==> src/sfr_pkg.sv <==
// Shared types, constants and CRC helper for the signature frame receiver.
package sfr_pkg;

    localparam int FRAME_BYTES = 12;
    localparam int WIN_BYTES   = 4;
    localparam int CRC_POS     = 4;
    localparam int PAY_POS     = 8;
    localparam int STORE_DEPTH = FRAME_BYTES - 1;
    localparam int FILL_W      = $clog2(FRAME_BYTES + 1);

    localparam logic [31:0] SIG_RESET = 32'h454B_4F47;
    localparam logic [31:0] CRC_POLY  = 32'h04C1_1DB7;
    localparam logic [31:0] CRC_INIT  = 32'hFFFF_FFFF;

    typedef logic [7:0]        byte_t;
    typedef logic [FILL_W-1:0] fill_t;

    // One complete frame handed from the front end to the CRC checker.
    typedef struct packed {
        logic [31:0] payload;   // byte 8 in bits 7:0, byte 11 in bits 31:24
        logic [31:0] crc_rx;    // received CRC, little-endian
    } job_t;

    // CRC-32/MPEG-2 update by one byte, MSB first.
    function automatic logic [31:0] crc_byte(input logic [31:0] crc_in, input byte_t data);
        logic [31:0] c;
        c = crc_in ^ {data, 24'h000000};
        for (int k = 0; k < 8; k++) begin
            c = c[31] ? ((c << 1) ^ CRC_POLY) : (c << 1);
        end
        return c;
    endfunction

endpackage

==> src/sfr_front.sv <==
// Front end: signature hunt over a sliding window and frame collection.
module sfr_front (
    input  logic                aclk,
    input  logic                aresetn,
    input  logic                cfg_we,
    input  logic [31:0]         cfg_wdata,
    input  logic                s_valid,
    output logic                s_ready,
    input  logic [7:0]          s_rx_byte,
    output logic                push_valid,
    input  logic                push_ready,
    output sfr_pkg::job_t       push_job
);
    import sfr_pkg::*;

    logic [31:0] sig_reg;
    byte_t       store_reg [STORE_DEPTH];
    fill_t       fill_reg, fill_next;
    logic        synced_reg, synced_next;

    logic        accept;
    fill_t       idx;
    logic [31:0] window_word;
    logic        last_byte;

    assign s_ready = push_ready;
    assign accept  = s_valid && s_ready;

    // Recover a sane write position if the fill count is ever out of range.
    assign idx = (fill_reg < fill_t'(WIN_BYTES) || fill_reg >= fill_t'(FRAME_BYTES))
                 ? fill_t'(WIN_BYTES) : fill_reg;
    assign last_byte   = (idx == fill_t'(FRAME_BYTES - 1));
    assign window_word = {s_rx_byte, store_reg[3], store_reg[2], store_reg[1]};

    assign push_valid       = accept && synced_reg && last_byte;
    assign push_job.payload = {s_rx_byte, store_reg[PAY_POS+2], store_reg[PAY_POS+1],
                               store_reg[PAY_POS]};
    assign push_job.crc_rx  = {store_reg[CRC_POS+3], store_reg[CRC_POS+2],
                               store_reg[CRC_POS+1], store_reg[CRC_POS]};

    always_comb begin
        fill_next   = fill_reg;
        synced_next = synced_reg;
        if (accept) begin
            if (!synced_reg) begin
                if (fill_reg < fill_t'(WIN_BYTES)) begin
                    fill_next = fill_reg + fill_t'(1);
                end
                if (fill_reg >= fill_t'(WIN_BYTES - 1) && window_word == sig_reg) begin
                    synced_next = 1'b1;
                    fill_next   = fill_t'(WIN_BYTES);
                end
            end else if (last_byte) begin
                synced_next = 1'b0;
                fill_next   = '0;
            end else begin
                fill_next = idx + fill_t'(1);
            end
        end
    end

    always_ff @(posedge aclk) begin
        if (!aresetn) begin
            sig_reg    <= SIG_RESET;
            fill_reg   <= '0;
            synced_reg <= 1'b0;
        end else begin
            if (cfg_we) begin
                sig_reg <= cfg_wdata;
            end
            fill_reg   <= fill_next;
            synced_reg <= synced_next;
        end
    end

    // Window shifts while hunting; body bytes land at the fill position.
    always_ff @(posedge aclk) begin
        if (accept) begin
            if (!synced_reg) begin
                for (int i = 0; i < WIN_BYTES - 1; i++) begin
                    store_reg[i] <= store_reg[i+1];
                end
                store_reg[WIN_BYTES-1] <= s_rx_byte;
            end else if (!last_byte) begin
                store_reg[idx] <= s_rx_byte;
            end
        end
    end

endmodule

==> src/sfr_queue.sv <==
// Two-entry queue of completed frames between front end and CRC checker.
module sfr_queue (
    input  logic          aclk,
    input  logic          aresetn,
    input  logic          push_valid,
    output logic          push_ready,
    input  sfr_pkg::job_t push_job,
    output logic          pop_valid,
    input  logic          pop_ready,
    output sfr_pkg::job_t pop_job
);
    import sfr_pkg::*;

    job_t       mem_reg [2];
    logic       wr_ptr_reg, rd_ptr_reg;
    logic [1:0] count_reg;
    logic       do_push, do_pop;

    assign push_ready = (count_reg != 2'd2);
    assign pop_valid  = (count_reg != 2'd0);
    assign pop_job    = mem_reg[rd_ptr_reg];
    assign do_push    = push_valid && push_ready;
    assign do_pop     = pop_valid && pop_ready;

    always_ff @(posedge aclk) begin
        if (!aresetn) begin
            wr_ptr_reg <= 1'b0;
            rd_ptr_reg <= 1'b0;
            count_reg  <= 2'd0;
        end else begin
            if (do_push) begin
                wr_ptr_reg <= ~wr_ptr_reg;
            end
            if (do_pop) begin
                rd_ptr_reg <= ~rd_ptr_reg;
            end
            if (do_push && !do_pop) begin
                count_reg <= count_reg + 2'd1;
            end else if (do_pop && !do_push) begin
                count_reg <= count_reg - 2'd1;
            end
        end
    end

    always_ff @(posedge aclk) begin
        if (do_push) begin
            mem_reg[wr_ptr_reg] <= push_job;
        end
    end

endmodule

==> src/sfr_back.sv <==
// Back end: byte-serial CRC-32/MPEG-2 check and result output register.
module sfr_back (
    input  logic          aclk,
    input  logic          aresetn,
    input  logic          pop_valid,
    output logic          pop_ready,
    input  sfr_pkg::job_t pop_job,
    output logic          m_valid,
    input  logic          m_ready,
    output logic [7:0]    m_msg_code,
    output logic [7:0]    m_status_code,
    output logic [7:0]    m_reserved_first,
    output logic [7:0]    m_reserved_second,
    output logic          m_crc_error
);
    import sfr_pkg::*;

    typedef enum logic [1:0] {
        ST_IDLE,
        ST_CALC,
        ST_HOLD
    } state_t;

    state_t      state_reg;
    logic [31:0] payload_reg;
    logic [31:0] shift_reg;
    logic [31:0] crc_rx_reg;
    logic [31:0] crc_reg;
    logic [1:0]  step_reg;
    logic [31:0] crc_next;

    assign pop_ready = (state_reg == ST_IDLE);
    assign crc_next  = crc_byte(crc_reg, shift_reg[31:24]);

    always_ff @(posedge aclk) begin
        if (!aresetn) begin
            state_reg <= ST_IDLE;
            m_valid   <= 1'b0;
            step_reg  <= 2'd0;
        end else begin
            unique case (state_reg)
                ST_IDLE: begin
                    if (pop_valid) begin
                        payload_reg <= pop_job.payload;
                        shift_reg   <= pop_job.payload;
                        crc_rx_reg  <= pop_job.crc_rx;
                        crc_reg     <= CRC_INIT;
                        step_reg    <= 2'd0;
                        state_reg   <= ST_CALC;
                    end
                end
                ST_CALC: begin
                    // Feed the payload word high byte first.
                    crc_reg   <= crc_next;
                    shift_reg <= {shift_reg[23:0], 8'h00};
                    step_reg  <= step_reg + 2'd1;
                    if (step_reg == 2'd3) begin
                        m_msg_code        <= payload_reg[7:0];
                        m_status_code     <= payload_reg[15:8];
                        m_reserved_first  <= payload_reg[23:16];
                        m_reserved_second <= payload_reg[31:24];
                        m_crc_error       <= (crc_next != crc_rx_reg);
                        m_valid           <= 1'b1;
                        state_reg         <= ST_HOLD;
                    end
                end
                ST_HOLD: begin
                    if (m_ready) begin
                        m_valid   <= 1'b0;
                        state_reg <= ST_IDLE;
                    end
                end
                default: begin
                    state_reg <= ST_IDLE;
                end
            endcase
        end
    end

endmodule

==> src/signature_frame_receiver_crc32_core.sv <==
// Top level of the signature-framed receiver with CRC-32/MPEG-2 check.
//
//  channel   direction  handshake          payload
//  s_        in         s_valid/s_ready    s_rx_byte (one received byte)
//  m_        out        m_valid/m_ready    msg, status, two reserved bytes, crc_error
//  cfg_      in         cfg_we             cfg_wdata (frame signature)
//
// The front end takes one byte per cycle; s_ready drops only while the two-entry
// frame queue is full. The checker loads each frame, runs four CRC byte steps
// and holds the result until m_ready; bytes stream at one per cycle unless an
// m_ready stall fills the queue. Reset (aresetn, synchronous) restores the
// signature register and starts hunting with an empty window.
module signature_frame_receiver_crc32_core (
    input  logic        aclk,
    input  logic        aresetn,
    input  logic        cfg_we,
    input  logic [31:0] cfg_wdata,
    input  logic        s_valid,
    output logic        s_ready,
    input  logic [7:0]  s_rx_byte,
    output logic        m_valid,
    input  logic        m_ready,
    output logic [7:0]  m_msg_code,
    output logic [7:0]  m_status_code,
    output logic [7:0]  m_reserved_first,
    output logic [7:0]  m_reserved_second,
    output logic        m_crc_error
);
    import sfr_pkg::*;

    logic push_valid, push_ready;
    logic pop_valid, pop_ready;
    job_t push_job, pop_job;

    sfr_front u_front (
        .aclk       (aclk),
        .aresetn    (aresetn),
        .cfg_we     (cfg_we),
        .cfg_wdata  (cfg_wdata),
        .s_valid    (s_valid),
        .s_ready    (s_ready),
        .s_rx_byte  (s_rx_byte),
        .push_valid (push_valid),
        .push_ready (push_ready),
        .push_job   (push_job)
    );

    sfr_queue u_queue (
        .aclk       (aclk),
        .aresetn    (aresetn),
        .push_valid (push_valid),
        .push_ready (push_ready),
        .push_job   (push_job),
        .pop_valid  (pop_valid),
        .pop_ready  (pop_ready),
        .pop_job    (pop_job)
    );

    sfr_back u_back (
        .aclk              (aclk),
        .aresetn           (aresetn),
        .pop_valid         (pop_valid),
        .pop_ready         (pop_ready),
        .pop_job           (pop_job),
        .m_valid           (m_valid),
        .m_ready           (m_ready),
        .m_msg_code        (m_msg_code),
        .m_status_code     (m_status_code),
        .m_reserved_first  (m_reserved_first),
        .m_reserved_second (m_reserved_second),
        .m_crc_error       (m_crc_error)
    );

endmodule
==> config.mk <==
export PLATFORM = sky130hd
export DESIGN_NAME = signature_frame_receiver_crc32_core
export DESIGN_NICKNAME = d
export VERILOG_FILES = /design/src/sfr_pkg.sv /design/src/sfr_front.sv /design/src/sfr_queue.sv /design/src/sfr_back.sv /design/src/signature_frame_receiver_crc32_core.sv
export SDC_FILE = /design/constraint.sdc
export NUM_CORES = 1
export LEC_CHECK = 0
export BUFFER_PORTS_ARGS = -buffer_cell sky130_fd_sc_hd__buf_4
export CORE_ASPECT_RATIO = 0.75
export CORE_MARGIN = 5
export CORE_UTILIZATION = 45
export CTS_CLUSTER_DIAMETER = 80
export DETAILED_ROUTE_END_ITERATION = 12
export GPL_ROUTABILITY_DRIVEN = 0
export PLACE_DENSITY = 0.59
export SETUP_SLACK_MARGIN = 0.05
export SLEW_MARGIN = 20
export SYNTH_ARGS = -nofsm -noshare
export SYNTH_HDL_FRONTEND = slang
export SYNTH_SLANG_ARGS = --single-unit
==> constraint.sdc <==
create_clock -name aclk -period 15.5 [get_ports aclk]
set_input_delay 2.325 -clock aclk [delete_from_list [all_inputs] [get_ports aclk]]
set_output_delay 2.325 -clock aclk [all_outputs]
set_load 0.02 [all_outputs]
==> qor.yml <==
worst_setup_path:
  cpMostUsedCell: "buf_4"
  reg2reg_depth: 7
  timing_worst_setup_path_type: "in -> reg"
  slowest_stage: "nor2_4"
  r2r-end: "u_back.m_crc_error$_DFFE_PP_"
  r2r_setup_slack_ns: 12.23
  startpoint_type: "input pin"
  crit_cells: 4
  cp.required_ns: 15.68
  cpPeakStageDelay_ns: 0.77
  end_kind: "flip-flop"
  r2r-start: "u_back.shift_reg[31]$_DFFE_PP_"
  crit_chain: "buf_4 -> inv_2 -> nor2_4 -> buf_4"
  worstPathMaxFanout: 33
  crit_buf_inv: 3
  arrival_ns: 4.21
  critPathTopFamily: "buffers and inverters"
logic_synthesis:
  synth_area_sq_mm: 0.0163
  synth_area_per_cell_sq_um: 16.2
  syn_nets: 1063
  synth.top_cells.by_count: "edfxtp_1, nor2_1, mux2_2"
  ys.flop_type: "edfxtp_1"
  synthCells: 1005
  yosys-top-cells-area: "edfxtp_1, dfxtp_1, mux2_2"
  ys_async_sr_fraction_pct: 0
  seq_area_frac_synth_pct: 73.9
  synth_enable_flop_cells: 369
  netlist.area_leader.share_pct: 68.1
  yosysWarnings: 0
  ys_types: 51
  yosysTopAreaCell: "edfxtp_1"
  synth_most_common_cell: "edfxtp_1"
  synth-seq-cells: 416
power:
  p_total_mw: 3.55
  power_density_mw_per_mm2: 190
  ir_drop_mv: 0.122
  p_leak_nw: 6.45
clock_tree:
  clockRootBuffer: "clkbuf_16"
  cts-htree-levels: 2
  path_clk_slew_ns: 0.06
  post_cts_buffers: 0
  clock_sinks: 416
  numCtsBuffers: 41
  cts_resized: 0
  cts_tree: "yes"
  worstSkewPairLatency_ns: 0.54
  cts_hold_buf: 0
  clk_path_buf_depth: 3
layout:
  largest_reg_flops: 128
  regArea_sq_mm: 0.0120
  syn_to_final_growth_pct: 15.0
  fin_nets: 1148
  final_area_sq_mm: 0.0187
  multiInputGateArea_sq_mm: 0.00408
  fillers: 2907
  final_util_pct: 52.3
  drive_above_1_share_pct: 21.0
route:
  drt-wirelength-per-cell_um: 20.3
  drtIter0Drc: 601
  drc: 0
  dr.pass1.iters: 4
  vias: 8110
  postRouteAntennaNets: 0
  routed_via_density: 5.10
  wl_um: 32200
worst_hold_path:
  holdPathEnd: "u_back.m_status_code[1]$_DFFE_PP_"
  hold_path.class: "reg -> reg"
  whs_path_depth: 0
  min_from: "u_back.payload_reg[9]$_DFFE_PP_"
sta:
  final-hold-violation-count: 0
  fin_setup_tns_ns: 0
  drv_slew: 0
  period_needed_ns: 4.03
  setup_viol: 0
  worstMarginPinSlew_ns: 0.936
  finalCritPeriodShare_pct: 26.0
  max_slew_margin_pct: 37.6
  rsz0062_at_grt: "false"
  setup_slack_ns: 11.47
  fmax_mhz: 248
  finClkSkew_ns: 0.0189
floorplanning:
  die_w_um: 230
  start_util_pct: 45.4
  io-pin-count: 80
  rows: 60
  dieArea_sq_mm: 0.0401
  die-height_um: 175
  coreArea_sq_mm: 0.0358
global_route:
  first_global_vias: 8005
  grt_usage_pct: 16.1
  gr-total-overflow: 0
  antenna_found_initial: 0
  grt_max_degree: 66
  grt_pass1_wl_um: 49300
job:
  cap_violations: 0
place:
  place_ws_ns: 10.89
  dpl_cell_area_sq_mm: 0.0174
  io_buffers: 79
  hpwl_um: 21100
outcome:
  status: "complete, no violations"
## kinds of logic (layout without fill, tap and decap cells)
kind of cell | Yosys count | in the layout | share of synthesized area, %
compound gates | 42 | 42 | 1.60
xor+xnor | 138 | 138 | 8.81
fa+ha+maj | 13 | 13 | 1.00
buf+inv | 54 | 172 | 1.25
flops | 416 | 416 | 73.9
mux | 100 | 100 | 6.65
other cells | 0 | 1 | 0
simple gates | 242 | 242 | 6.81
## layout by cell type, fill, tap and decap left out, types with 10 or more instances in the layout
| cell type | instances |
|---|---|
| nand2_1 | 59 |
| dfxtp_1 | 46 |
| a21oi_1 | 13 |
| ha_1 | 13 |
| edfxtp_1 | 369 |
| nor2_1 | 107 |
| buf_4 | 86 |
| o21ai_0 | 14 |
| mux2i_1 | 35 |
| clkinv_1 | 10 |
| mux2_2 | 64 |
| xor2_1 | 60 |
| xnor2_1 | 59 |
| and2_1 | 15 |
| clkbuf_16 | 44 |
## stage by stage
step / cells / hold WS, ns
after CTS: 1588 / 0.419
after global placement: 1512 / 0.404
after detailed placement: 1512 / 0.405
after global routing: 1588 / 0.425
after floorplan: 1005 / 0.400
final: 1589 / 0.420
## worst max path at each step
| stage | startpoint | endpoint | slack, ns |
|---|---|---|---|
| floorplan | aresetn | u_back.crc_reg[0]$_SDFFCE_PN1P_ | 8.13 |
| global placement | aresetn | u_back.crc_rx_reg[10]$_DFFE_PP_ | 10.93 |
| detailed placement | aresetn | u_back.crc_rx_reg[15]$_DFFE_PP_ | 10.89 |
| CTS | aresetn | u_back.crc_rx_reg[8]$_DFFE_PP_ | 11.45 |
| global route | aresetn | u_back.crc_rx_reg[8]$_DFFE_PP_ | 11.26 |
| finish | aresetn | u_back.crc_rx_reg[8]$_DFFE_PP_ | 11.47 |
## power breakdown
| group | switching, mW | leakage (nW) | total, mW | internal [mW] |
|---|---|---|---|---|
| clock network | 0.405 | 0.661 | 0.987 | 0.582 |
| registers | 0.0736 | 3.70 | 1.47 | 1.40 |
| logic | 0.642 | 2.09 | 1.09 | 0.449 |
| total | 1.12 | 6.45 | 3.55 | 2.43 |
## routing by layer
| layer | global-route usage (%) | part of all wire [%] | vias up |
|---|---|---|---|
| li1 | - | - | 3805 |
| met4 | 3.98 | 1.8 | 0 |
| met2 | 23.2 | 42 | 186 |
| met5 | 0 | 0 | - |
| met3 | 3.18 | 5.1 | 51 |
| met1 | 25.1 | 51 | 4068 |
## area by class of cell
type	count	area share (%)
Tap cell	465	3.11
Inverter	10	0.201
Antenna cell	1	0.0134
Multi-Input combinational cell	535	21.8
Sequential cell	416	64.2
Clock buffer	56	6.29
Clock inverter	20	0.909
Timing Repair Buffer	86	3.45
No activity file was read; power rests on OpenSTA's default activity.
